File: src/rtl/dcvn_pkg.sv
// ----------------------------------------------------------------------------
// dcvn_pkg: shared definitions of the DC blocker and von Neumann extractor
// Widths, window size, reset value of the byte limit and the debias stage
// interface structures.
// ----------------------------------------------------------------------------
package dcvn_pkg;

  // The window depth must be a power of two so that the mean is a shift.
  localparam int WINDOW_DEPTH = 256;
  localparam int IDX_W        = $clog2(WINDOW_DEPTH);
  localparam int SAMPLE_BITS  = 17;
  localparam int SUM_W        = SAMPLE_BITS + IDX_W;
  localparam int FILT_W       = SAMPLE_BITS + 1;
  localparam int BYTE_W       = 8;
  localparam int BIT_CNT_W    = $clog2(BYTE_W);

  localparam logic [BYTE_W-1:0] BYTE_LIMIT_RST = BYTE_W'(128);

  // Command codes carried in tuser of the input stream.
  localparam logic CMD_SAMPLE = 1'b0;
  localparam logic CMD_CLEAR  = 1'b1;

  typedef logic [IDX_W-1:0]              idx_t;
  typedef logic signed [SAMPLE_BITS-1:0] sample_t;
  typedef logic signed [SUM_W-1:0]       sum_t;
  typedef logic signed [FILT_W-1:0]      filt_t;
  typedef logic [BYTE_W-1:0]             byte_t;

  // One item as seen by the debias and packing stage.
  typedef struct packed {
    logic cmd;
    logic sign_bit;
    logic last;
  } debias_in_t;

  typedef struct packed {
    logic  byte_valid;
    byte_t random_byte;
  } debias_out_t;

endpackage

File: src/rtl/dcvn_debias.sv
// ----------------------------------------------------------------------------
// dcvn_debias: von Neumann debiasing and byte packing
// Pairs sign bits, keeps the first bit of each unequal pair, packs kept bits
// MSB first and limits the number of bytes per batch.
// ----------------------------------------------------------------------------
module dcvn_debias (
  input  logic                  clk_i,
  input  logic                  rst_ni,
  input  logic                  adv_i,
  input  dcvn_pkg::debias_in_t  in_i,
  input  dcvn_pkg::byte_t       byte_limit_i,
  output dcvn_pkg::debias_out_t out_o
);

  logic                            pair_pending_q, pair_pending_d;
  logic                            first_bit_q, first_bit_d;
  logic [dcvn_pkg::BIT_CNT_W-1:0]  bit_count_q, bit_count_d;
  dcvn_pkg::byte_t                 shift_byte_q, shift_byte_d;
  dcvn_pkg::byte_t                 bytes_emitted_q, bytes_emitted_d;
  dcvn_pkg::byte_t                 shifted;

  assign shifted = {shift_byte_q[dcvn_pkg::BYTE_W-2:0], first_bit_q};

  always_comb begin
    pair_pending_d  = pair_pending_q;
    first_bit_d     = first_bit_q;
    bit_count_d     = bit_count_q;
    shift_byte_d    = shift_byte_q;
    bytes_emitted_d = bytes_emitted_q;
    out_o           = '0;
    if (in_i.cmd == dcvn_pkg::CMD_SAMPLE) begin
      if (!pair_pending_q) begin
        first_bit_d    = in_i.sign_bit;
        pair_pending_d = 1'b1;
      end else begin
        pair_pending_d = 1'b0;
        if (first_bit_q != in_i.sign_bit) begin
          shift_byte_d = shifted;
          bit_count_d  = bit_count_q + 1'b1;
          if (&bit_count_q) begin
            // Byte complete: send it while the batch allowance lasts.
            if (bytes_emitted_q < byte_limit_i) begin
              out_o.byte_valid  = 1'b1;
              out_o.random_byte = shifted;
              bytes_emitted_d   = bytes_emitted_q + 1'b1;
            end
            shift_byte_d = '0;
          end
        end
      end
      if (in_i.last) begin
        pair_pending_d  = 1'b0;
        first_bit_d     = 1'b0;
        bit_count_d     = '0;
        shift_byte_d    = '0;
        bytes_emitted_d = '0;
      end
    end
  end

  always_ff @(posedge clk_i or negedge rst_ni) begin
    if (!rst_ni) begin
      pair_pending_q  <= 1'b0;
      first_bit_q     <= 1'b0;
      bit_count_q     <= '0;
      shift_byte_q    <= '0;
      bytes_emitted_q <= '0;
    end else if (adv_i) begin
      pair_pending_q  <= pair_pending_d;
      first_bit_q     <= first_bit_d;
      bit_count_q     <= bit_count_d;
      shift_byte_q    <= shift_byte_d;
      bytes_emitted_q <= bytes_emitted_d;
    end
  end

endmodule
File: config.mk
export PLATFORM = sky130hd
export DESIGN_NAME = dcvn_debias
export DESIGN_NICKNAME = d
export VERILOG_FILES = /design/src/rtl/dcvn_pkg.sv /design/src/rtl/dcvn_debias.sv
export SDC_FILE = /design/constraint.sdc
export NUM_CORES = 1
export LEC_CHECK = 0
export ABC_AREA = 1
export BUFFER_PORTS_ARGS = -buffer_cell sky130_fd_sc_hd__buf_4
export CAP_MARGIN = 20
export CORE_MARGIN = 2
export CORE_UTILIZATION = 35
export DETAILED_ROUTE_END_ITERATION = 10
export RECOVER_POWER = 25
export SLEW_MARGIN = 25
export SYNTH_ARGS = -nofsm -noshare
export SYNTH_HDL_FRONTEND = slang
export SYNTH_SLANG_ARGS = --single-unit
File: constraint.sdc
create_clock -name clk_i -period 2.7 [get_ports clk_i]
set_clock_uncertainty 0.15 [all_clocks]
set_input_delay 0.54 -clock clk_i [delete_from_list [all_inputs] [get_ports clk_i]]
set_output_delay 0.54 -clock clk_i [all_outputs]
set_load 0.03 [all_outputs]
# Word level (Yosys, flattened, before mapping)
# Index checks and enable logic that the tools add are counted.
# W data, S select, Z words.
# op_classes
add_sub_neg	2
order_cmp	1
eq_ne	2
n_mux	21
bitwise_logic	1
n_reduce_logical	9
# op_table
op	count
$mux W9	5
$mux W8	5
$mux W7	4
$mux W3	3
$add A8 B1 Y8 const B	1
$lt A8 B8 Y1	1
$reduce_bool A2 Y1	4
$reduce_and A3 Y1	2
$reduce_and A6 Y1	1
$mux W1	4
$reduce_and A4 Y1	1
$add A3 B1 Y3 const B	1
$ne A2 B2 Y1 const B	1
$reduce_and A2 Y1	1
$ne A1 B1 Y1	1
$not A1 Y1	1
# totals
register_bits	20
inputBits	14
out_inout_bits	9
wordCells	41

# Depth between registers and ports, before layout
# Gate-level depths: netlist of the first run.
# logic_depth
ltp_word	6
mapped_depth	12
depth_no_buf	12

# Worst setup path before layout of the first run
# OpenSTA, ideal clock, no wires.
# synth_timing
kind	input to output
from	input port byte_limit_i[7]
to	output port out_o[0] (netlist bit)
arrival_time_ns	1.920
required_ns	2.010
setup_slack_ns	0.090
cell_stages	9
n_path_buf	0
path_cell_list	inv_1 ha_1 nand2_1 nand2_1 nor2_1 nand2_1 a21oi_1 nand3_1 nor2_1
# synth_rtl
item	line_no	text
from (decl)	dcvn_debias.sv:11	input dcvn_pkg::byte_t byte_limit_i,
to (decl)	dcvn_debias.sv:12	output dcvn_pkg::debias_out_t out_o

==> out/results.txt, run 1 <==
Cells fill 44.33% of the core in the end. Setup total negative slack on the finished layout was measured at 0 ps. The met2 layer wire length in the routed design was 1.078 mm; the register bit count reported by yosys was 20. Global routing used 13.58% of the available tracks. The final worst-path cycle share was 95.05%. In this design, the stage delay of the slowest critical-path cell is 310 ps.

Counting every instance in the synthesized netlist gives 176. Count of buffers inserted at the top-level ports: 22. 23 I/O pins were placed. The tools report the total number of vias as 1134. The run finished with clean final reports. Counting the fill cells in the layout gives 388. The detailed router put a total of 1.400 mm of wire on met1. Static timing analysis puts the maximum clock frequency at 389.7 MHz.

Initial antenna violation count: 0. Power spread over the standard cell area amounts to 479.5 nW/um^2. After synthesis, the mean cell area works out to 7.571 um^2. On the critical path, the stage with the largest delay is an instance of ha_1. The run gives 36.40% as the starting density of the core. The share of the yosys chip area belonging to registers came out at 37.56%. The logs give 22 for the number of rows in the core area and 698.2 um^2 for the multi-input gate area in the final layout. Counting both buffers and inverters, the worst setup path holds a total of 4. The tree is rooted in a clkbuf_8.

The mapped netlist covers 1333 um^2. In this design, the largest share of critical-path delay is due to simple AND/OR/NAND/NOR gates. During synthesis, Yosys emitted a total of 0 warnings.

At the later pin of the worst-skew pair, clock insertion delay measures 260 ps. The detailed route wirelength on metal3 is 82 um, and the number of standard cells in the final layout excluding fillers is 249. The die is 65.70 um wide. After synthesis, the netlist uses 19 different library cells. The leading cell type in the layout, fill and taps excluded was nand2_1.

The kind of critical path was input pin to output pin. The element type at the critical path start was an input pin. The number of global-route vias before repair came out at 992.

The total iterations of the first detailed-routing run was 4. Number of violations reported at the end of detailed-routing iteration 0: 32. The logs give 1.832 mm for the half-perimeter wire length of the detailed placement result and 500.5 um^2 for the register area. In this run the worst path has a maximum fanout of 9. The launch point of the critical path was byte_limit_i[7].

The cell type with the largest total area after synthesis is dfrtp_1. The total global routing overflow is 0, and the remaining routing DRC violations is 0. Cells with a size suffix above 1 make up 20.90% of the layout.

Leaving out fill and tap cells, the most frequent cells in the layout are nand2_1 (36), inv_1 (29), nand3_1 (23), buf_4 (22), dfrtp_1 (20). Measured against its own limit, the worst slew margin works out to 26.90%. The post-synth net total is 200, and the final setup violation count is 0.

The worst setup path is captured at an output pin. The run gives 0.0008559 uW as the static power due to leakage. STA puts the critical path data required time at 2010 ps. TritonCTS built the clock tree. Entering global routing, the biggest net connects 26 pins. Weighted congestion reported at the end of routability-driven placement: 0.7394.

The slew at the pin closest to its max-slew limit was 1096 ps; the data arrival time of the worst path was 1880 ps. The tools report the launch point of the worst reg-to-reg path as bytes_emitted_q[5]. Setup repair after global routing could not meet its margin everywhere. The first-pass GRT wire length was 4.540 mm; the area overhead of the layout relative to synthesis was 21.78%. The tool flagged a number of max-cap violations equal to 0. VDD sags by at most 0.0002839 V. The tools report the diode insertion count for antenna repair as 0.

The area inside the core boundary was 3661 um^2; the fraction of post-synthesis cell area in the top cell type by area was 37.56%. Clock net sink count: 20. The die covers 4316 um^2. Using the TritonRoute via totals, the vias-per-cell ratio works out to 4.554. Buffers inserted to repair hold after CTS numbered 0. The clock passes through at most 2 buffers. Die outline height: 65.70 um. The post-route antenna net violation count came out at 0. The count of H-tree levels built during CTS is 1, and the CTS buffer count is 3. Worst min-delay path category: input pin to asynchronous set/reset pin.

The detailed router used layers up to and including met4. In this design, the critical path's most frequently occurring cell is nand2_1. Walking the worst path, the cells encountered are buf_4 > inv_1 > ha_1 > nand2_1 > nand2_1 > nor2_1 > nand2_1 > a21oi_2 > nand3_1 > buf_6 > nor2_1 > buf_4. The tools report the number of pins with negative max-slew slack in the final report as 0. The final critical delay including setup and external delays is 2566 ps. The power consumption is 778.1 uW. The tools report the post-placement cell count as 244. At the end of the flow, the number of nets in the layout was 226. The final count of hold timing violations came out at 0. Routed length per instance: 10.44 um. Sorting the synthesized cells by area gives the leading types as dfrtp_1 (38%), nand2_1 (10%), ha_1 (9.4%), nand3_1 (8.6%), inv_1 (8.2%). Wires add up to 2.600 mm. The clock input transition at the sequential cells of the worst setup and hold paths came out at 80 ps.
-- report_power, final --
group | switching [uW] | leakage [uW] | internal, uW
Sequential | 23.2 | 0.000274 | 326
Clock | 105 | 0.0000357 | 198
Combinational | 74.6 | 0.000547 | 50.9
-- cells in the mapped netlist, drive strengths merged --
master / number
nand2: 38
nor3: 3
o21ai: 15
inv: 30
dfrtp: 20
nand4: 2
nor2: 20
ha: 10
a21oi: 9
xnor2: 2
nand3: 24
buf: 3
-- layout make-up --
| class | instances | area share, % |
|---|---|---|
| multi-input cells | 123 | 43.02 |
| flip-flops and latches | 20 | 30.84 |
| repair buffers | 24 | 11.10 |
| inverters | 30 | 6.939 |
| well taps | 48 | 3.701 |
| clock buffers | 3 | 2.544 |
| clock inverters | 1 | 1.850 |
-- through the flow --
stage          setup WS [ps]  cell area, um^2  hold WS (ps)
3_5_place_dp           90.27             1538         295.1
5_1_grt               -15.33             1623         379.4
2_1_floorplan          90.09             1333         94.41
4_1_cts                19.20             1609         3.849
6_report               133.7             1623         309.9
3_3_place_gp           108.4             1538         292.7
-- path summary, 6_finish.rpt --
path,to,slack [ps],cells after the start
worst max-delay path,out_o[7],130,12
worst min-delay path,pair_pending_q,310,1
worst max register to register,bytes_emitted_q[4],780,9
worst min register to register,bit_count_q[0],350,1
max in group asynchronous,shift_byte_q[5],1440,1
min in group clk_i,bit_count_q[0],350,1
-- repair_timing --
action,in CTS,in global routing
endpoints found under the setup margin,0,9
gates resized for setup,0,3
buffers inserted,0,1
-- flip-flops by register name (all words and copies together), names as in the netlist --
signal and flops:
shift_byte_q 7, pair_pending_q 1, first_bit_q 1, bytes_emitted_q 8, bit_count_q 3
-- routing by layer --
layer / GRT usage [%] / vias up
li1: - / 616
met1: 21.18 / 496
met2: 18.69 / 18
met3: 1.541 / 4
met4: 5.469 / 0
met5: 0 / -
-- cell families after synthesis --
family	after synthesis	synth area share [%]
xor gates and xnor gates	2	1.315
and+or+nand+nor	87	29.39
buffers and inverters	33	10.52
AOI/OAI and AO/OA	24	11.83
adders and majority gates	10	9.390
DFF	20	37.56
No activity file was read; power rests on OpenSTA's default activity.
==> run 2: changes to the inputs <==
- CORE_ASPECT_RATIO: default -> 0.6
- CORE_MARGIN: 2 -> 10
==> run 2 against run 1 <==
  * Sequential share of layout area fell by 0.47 points
  * Flip-flop and latch count did not move
  * Highest routed layer unchanged
  * Critical endpoint is now out_o[5]
  * Critical path type is now flop to output pin
  * Combinational power rose by 7%
==> out/results.txt, run 2 (same netlist as run 1, synthesis figures left out) <==
The run finished with clean final reports. The capture point of the worst reg-to-reg path was bytes_emitted_q[5]. For this run, design rule violations remaining after detail routing come to 0. The run gives 0 as the number of maximum-capacitance constraint violations. The post-route netlist has 21.67% of its cells at a drive strength greater than 1.

In this run the tightest slew margin relative to its limit is 25.87%. The logs give 17.0% for the combinational share of power and 0 for the post-route antenna net violation count. The register with the most flip-flops in the layout has 8 of them. Once placement completed, the tool counted placed cells totaling 243. Data on the critical path arrives at its endpoint at 1890 ps. Clock tree synthesis selected as its root buffer the cell clkbuf_8. The starting density of the core was 36.42%; the maximum VDD drop was 0.0003144 V. The power density of the placed cells is 479.3 nW/um^2, and the path depth of the worst reg2reg path is 9. The share of total power consumed by net switching was 26.60%; the clock latency reported for the late side of the worst-skew pair was 260 ps. The design draws 789.8 uW. In the layout the commonest cells are nand2_1 (36), inv_1 (29), buf_4 (24), nand3_1 (23), dfrtp_1 (20). The first detailed-routing pass ran for 4 iterations.

Static timing analysis puts the maximum clock frequency at 387.9 MHz. The run gives 1144 as the total number of vias. For the total global routing overflow, the log shows 0. The detailed router finished its first iteration with 76 violations. The share of total power dissipated in sequential elements is 44.2%. The final layout net count came out at 228.

The average vias per placed instance is 4.576, and the net switching power is 210.1 uW. Cell internal power was estimated by the tool at 579.7 uW. Timing analysis after detailed placement gives a worst setup slack of 67.74 ps.

The first global-routing pass estimated 4.767 mm of wire. The number of top-level design ports was 23; the hold-critical path depth was 2. The worst path meets setup with 121.7 ps of slack. After legalization and detailed placement, the total HPWL measured 2.177 mm. The area overhead of the layout relative to synthesis is 23.66%. The run gives 0 as the final count of hold timing violations. The filler cells instantiated in the layout total 391. The highest fanout seen on the critical path works out to 9. Setup violations remaining at the end of the flow were counted as 0. The number of pins with negative max-slew slack in the final report is 0, and the number of standard cells in the final layout excluding fillers is 250. The slew at the pin closest to its max-slew limit is 1112 ps. The startpoint identified for the worst register-to-register timing path is bytes_emitted_q[5].

The weighted congestion reported at the end of routability-driven placement is 0.7917. In this run, CTS created clock tree buffers numbering 3. The reg2reg setup slack is 790 ps. The run gives 8.475% as the total routing usage reported by global routing. bytes_emitted_q holds more flip-flops than any other register. By startpoint and endpoint, the worst setup path is classified as flop to output pin.

The tools report the element type at the critical path start as a flop. The repair_antennas step left the layout with diodes totalling 0. In this run the worst hold path is classified as flop to flop. Number of global-route vias before repair: 1007. The die is 67.80 um tall.

Critical path required time: 2010 ps. For the number of rows in the core area, the log shows 17. The tools report the initial antenna violation count as 0. The leading cell type in the layout, fill and taps excluded is nand2_1.

For the part of the total power dissipated in the clock network, the log shows 38.8%. No sink is reached through more buffers than the 2 on the longest clock path. Entering global routing, the biggest net connects 26 pins. After detailed routing, the total wire length is 2.909 mm. The count of buffers inserted at the top-level ports came out at 22. Total die area: 6756 um^2. Clock-pin slew was measured on the worst setup and hold paths at 80 ps. Measured along the x axis, the die boundary spans 99.66 um. The share of the core filled with cells was 45.04%; the routed length per instance was 11.64 um.

The startpoint identified for the worst hold timing path is shift_byte_q[0]. TritonCTS built the clock tree. Count of H-tree levels built during CTS: 1. The final worst-path cycle share is 95.49%. The final critical delay including setup and external delays came out at 2578 ps. The hold path endpoint is shift_byte_q[1]. The clock net in this run drives a total of 20 sinks.

For the area inside the core boundary, the log shows 3659 um^2. The endpoint kind of the worst setup timing path is an output pin. In this run the static leakage power is 0.0008595 uW.

In the final layout, the registers with the most flip-flops are bytes_emitted_q x8, shift_byte_q x7, bit_count_q x3.
[run 2: cell types whose count changed in the layout (fill, tap and decap cells not counted), sizes merged]
cell,previous run,this run
dlygate4sd3,0,1
buf,23,24
[run 2: worst max path at each step]
stage / start / end / slack, ps / cells after the start
2_1_floorplan: byte_limit_i[7] / out_o[0] / 90 / 9
3_3_place_gp: byte_limit_i[7] / out_o[2] / 80 / 12
3_5_place_dp: byte_limit_i[7] / out_o[1] / 70 / 12
4_1_cts: bytes_emitted_q[7] / out_o[1] / 3 / 10
5_1_grt: bit_count_q[0] / out_o[5] / -1 / 10
6_report: bytes_emitted_q[5] / out_o[5] / 120 / 8
[run 2: routing by layer]
metal / share of wire (%) / track usage, %
met5: 0 / 0
met4: 0.89 / 2.135
met3: 7.0 / 3.360
met2: 36 / 10.76
met1: 56 / 12.51
[run 2: final cells by class]
type	count	area (um^2)	area share, %
well taps	47	58.81	3.569
repair buffers	26	193.9	11.77
clock buffers	3	41.29	2.506
clock inverters	1	30.03	1.822
multi-input cells	123	710.7	43.13
inverters	30	112.6	6.834
flip-flops and latches	20	500.5	30.37
[run 2: power groups by stage]
stage	Clock (uW)	Combinational, uW	Sequential, uW
after global routing	325	153	353
after floorplan	0	94.8	350
after detailed placement	0	130	355
after CTS	315	132	349
after global placement	0	131	355
final	307	134	349
[run 2: what timing repair did]
action                                  CTS  global route
setup buffers                             0             2
hold endpoints to repair                 12             0
hold buffers                              1             0
resized for setup                         0             3
endpoints found under the setup margin    0             9
[run 2: through the flow]
step	TNS (ps)	hold WS, ps	cell area, um^2
after floorplan	0	94.41	1333
after global placement	0	294.8	1536
after detailed placement	0	290.5	1536
after CTS	0	349.2	1618
after global routing	-1.140	397.0	1648
final	0	370.3	1648
[run 2: worst max-delay path: stages (launching register included)]
cell and delay [ps]:
dfrtp_1 460, ha_1 320, nand4_1 90, nand2_1 60, a21oi_2 140, nand3_1 90
buf_4 170, nor2_1 100, buf_4 170
==> run 3: changes to the inputs <==
- BUFFER_PORTS_ARGS: -buffer_cell sky130_fd_sc_hd__buf_4 -> -buffer_cell sky130_fd_sc_hd__buf_2
- MAX_ROUTING_LAYER: default -> met4
==> run 3 against run 2 <==
  * Design area is 3.7% lower
  * Flip-flop and latch count stayed put
  * Core utilization is 1.7 points lower
  * Power is 10% lower
  * Combinational power is 7% lower
  * Sequential power hardly changed
  * Die area stayed put
  * Largest power group unchanged
  * First-iteration DRC count is 17% lower
==> out/results.txt, run 3 (same netlist as run 1, synthesis figures left out) <==
The run gives 17.7% as the combinational share of power. For the pin with the worst max-slew slack, the measured transition is 1132 ps. The finished cells cover 1587 um^2. Clock tree synthesis selected as its root buffer the cell clkbuf_8. After detailed routing, the total wire length is 2.961 mm. Clock latency on the worst-skew pair, taken at its later pin, is 260 ps. The floorplan step defined a core boundary enclosing 3659 um^2. The clock input transition at the sequential cells of the worst setup and hold paths is 70 ps. Summed over all layers, the global routing overflow is 0.

The tool flagged a number of max-cap violations equal to 0. The logs give 2.204 mm for the half-perimeter wire length of the detailed placement result and 23 for the number of top-level design ports. The first global-routing pass estimated 4.892 mm of wire. The min-delay analysis places its worst path in the category input pin to asynchronous set/reset pin.

The initial antenna violation count was 0; the critical path required time was 2010 ps. The count of H-tree levels built during CTS is 1. The run gives 707.2 uW as the power consumption. The power density of the placed cells came out at 445.8 nW/um^2. The maximum VDD drop is 0.0002934 V. Hold repair after CTS inserted 0 buffers. Number of violations reported at the end of detailed-routing iteration 0: 63. In this run the most used layer during global routing was met1. The worst pin sits at a relative slew slack of 24.52%.

The final count of hold timing violations was 0; the highest fanout seen on the critical path was 9. The number of antenna diodes in the final layout is 0. The tools report the endpoint kind of the worst setup timing path as an output pin.

The longest clock path from root to sink contains 2 buffers. For the placed instance area, the log shows 1489 um^2. Global routing consumed, on the met2 layer, 11.73% of the routing resources. The critical path starts at byte_limit_i[7]. The clock net sink count is 20. For the post-route antenna net violation count, the log shows 0.

The clock network burns 32.8% of the power. The area overhead of the layout relative to synthesis is 19.06%, and the total routing usage reported by global routing is 9.087%. The die covers 6756 um^2.

Counting flops per register, the top entry is bytes_emitted_q. The flip-flop count of the largest register, all copies and words added is 8. The maximum achievable frequency is 390.0 MHz, and the ratio of cells with drive above 1 in the final layout is 21.78%.

The flow ran to the end, and the final reports show no timing, DRC or antenna violations. The run gives 249 as the number of standard cells in the final layout excluding fillers. For the worst setup path, the data arrival time is 1870 ps.

The clock period could shrink to 2564 ps. The die is 67.80 um tall. The floorplan has 17 rows. The remaining routing DRC violations was 0; the number of global-route vias before repair was 1064.

Routed length per instance: 11.89 um. Using the TritonRoute via totals, the vias-per-cell ratio works out to 4.699. Sequential cells account for 49.5% of the total power. The largest registers in the layout are bytes_emitted_q x8, shift_byte_q x7, bit_count_q x3. For this design the total switching power over the nets is 204.2 uW. The net count of the finished layout is 227. Clock tree synthesis inserted a total of 3 buffers.

Leading cell type in the layout, fill and taps excluded: nand2_1. In the global route stage, met3 resource usage came out at 2.749%. The final worst-path cycle share works out to 94.96%.

The count of buffers inserted at the top-level ports was 22; the placement-stage worst setup slack was 45.94 ps. The tools report the starting density of the core as 36.42%. Net switching is 28.88% of the power.

The logs give 0 for the number of pins with negative max-slew slack in the final report and 136.0 ps for the worst-case setup margin in the final layout. Global routing used 13.42% of the available met1 tracks. The critical path in this run is classified as input pin to output pin.

Entering global routing, the biggest net connects 26 pins. The weighted congestion reported at the end of routability-driven placement is 0.8317, and the chip width is 99.66 um. Setup violations remaining at the end of the flow were counted as 0.

For this block, the via count after detailed routing is 1170. The tools report the launch point of the worst reg-to-reg path as bytes_emitted_q[6]. The total iterations of the first detailed-routing run was 5; the static power due to leakage was 0.0008372 uW. TritonCTS built the clock tree. The tightest hold path in the finished design has a slack of 324.8 ps. Internal power comes to 503.0 uW. STA classifies the critical path startpoint as an input pin. The library cells used most frequently in the layout, excluding fill and tap cells, are nand2_1 (36), inv_1 (29), nand3_1 (23), dfrtp_1 (20), nor2_1 (19). The post-placement cell count was 244.
==> run 3: changes by cell type in the layout (fill, tap and decap cells not counted) <==
cell           before  now
buf_4              24    8
buf_2               0   14
clkbuf_4            0    2
bufinv_16           1    0
clkbuf_8            3    4
dlygate4sd3_1       1    0
==> run 3: area by class of cell <==
cell class	instances	area, um^2
clock buffers	4	55.05
fillers	392	2072
inverters	30	112.6
multi-input cells	123	710.7
flip-flops and latches	20	500.5
well taps	47	58.81
repair buffers	25	148.9
==> run 3: repair_timing <==
action,CTS,global route
setup buffers,0,1
gates resized for setup,3,9
setup endpoints to repair,3,9
endpoints found under the hold margin,0,0
==> run 3: final timing paths <==
path                            slack (ps)  cells past startpoint            endpoint
worst max-delay path                   140                     12            out_o[5]
worst min-delay path                   320                      1     shift_byte_q[3]
worst max register to register         830                      9  bytes_emitted_q[0]
worst min register to register         350                      1      bit_count_q[0]
max in group asynchronous             1400                      1      bit_count_q[2]
min in group clk_i                     350                      1      bit_count_q[0]
==> run 3: power by group through the flow <==
stage               combinational (uW)  clock [uW]  sequential [uW]
floorplan                         94.8           0              350
global placement                   125           0              355
detailed placement                 125           0              356
CTS                                126         238              350
global route                       149         253              354
finish                             125         232              350
==> run 3: critical path, stage by stage <==
cell and delay (ps):
buf_2 100, inv_1 90, ha_4 220, nand2_1 60, nand2_1 40, nor2_1 80
nand2_1 60, a21oi_2 140, nand3_1 90, buf_4 170, nor2_1 90, clkbuf_4 190
==> run 3: metal layers <==
| metal | share of wire [%] | routed length [um] | vias up |
|---|---|---|---|
| met5 | 0 | 0 | - |
| met4 | 0 | 0 | 0 |
| met3 | 6.9 | 205 | 0 |
| met2 | 38 | 1135 | 40 |
| met1 | 55 | 1620 | 513 |
| li1 | - | - | 617 |
==> run 3: stage by stage <==
stage | setup TNS [ps] | util (%)
6_report | 0 | 43.37
3_3_place_gp | 0 | 40.70
3_5_place_dp | 0 | 40.70
4_1_cts | 0 | 42.41
2_1_floorplan | 0 | -
5_1_grt | -1.316 | 43.37
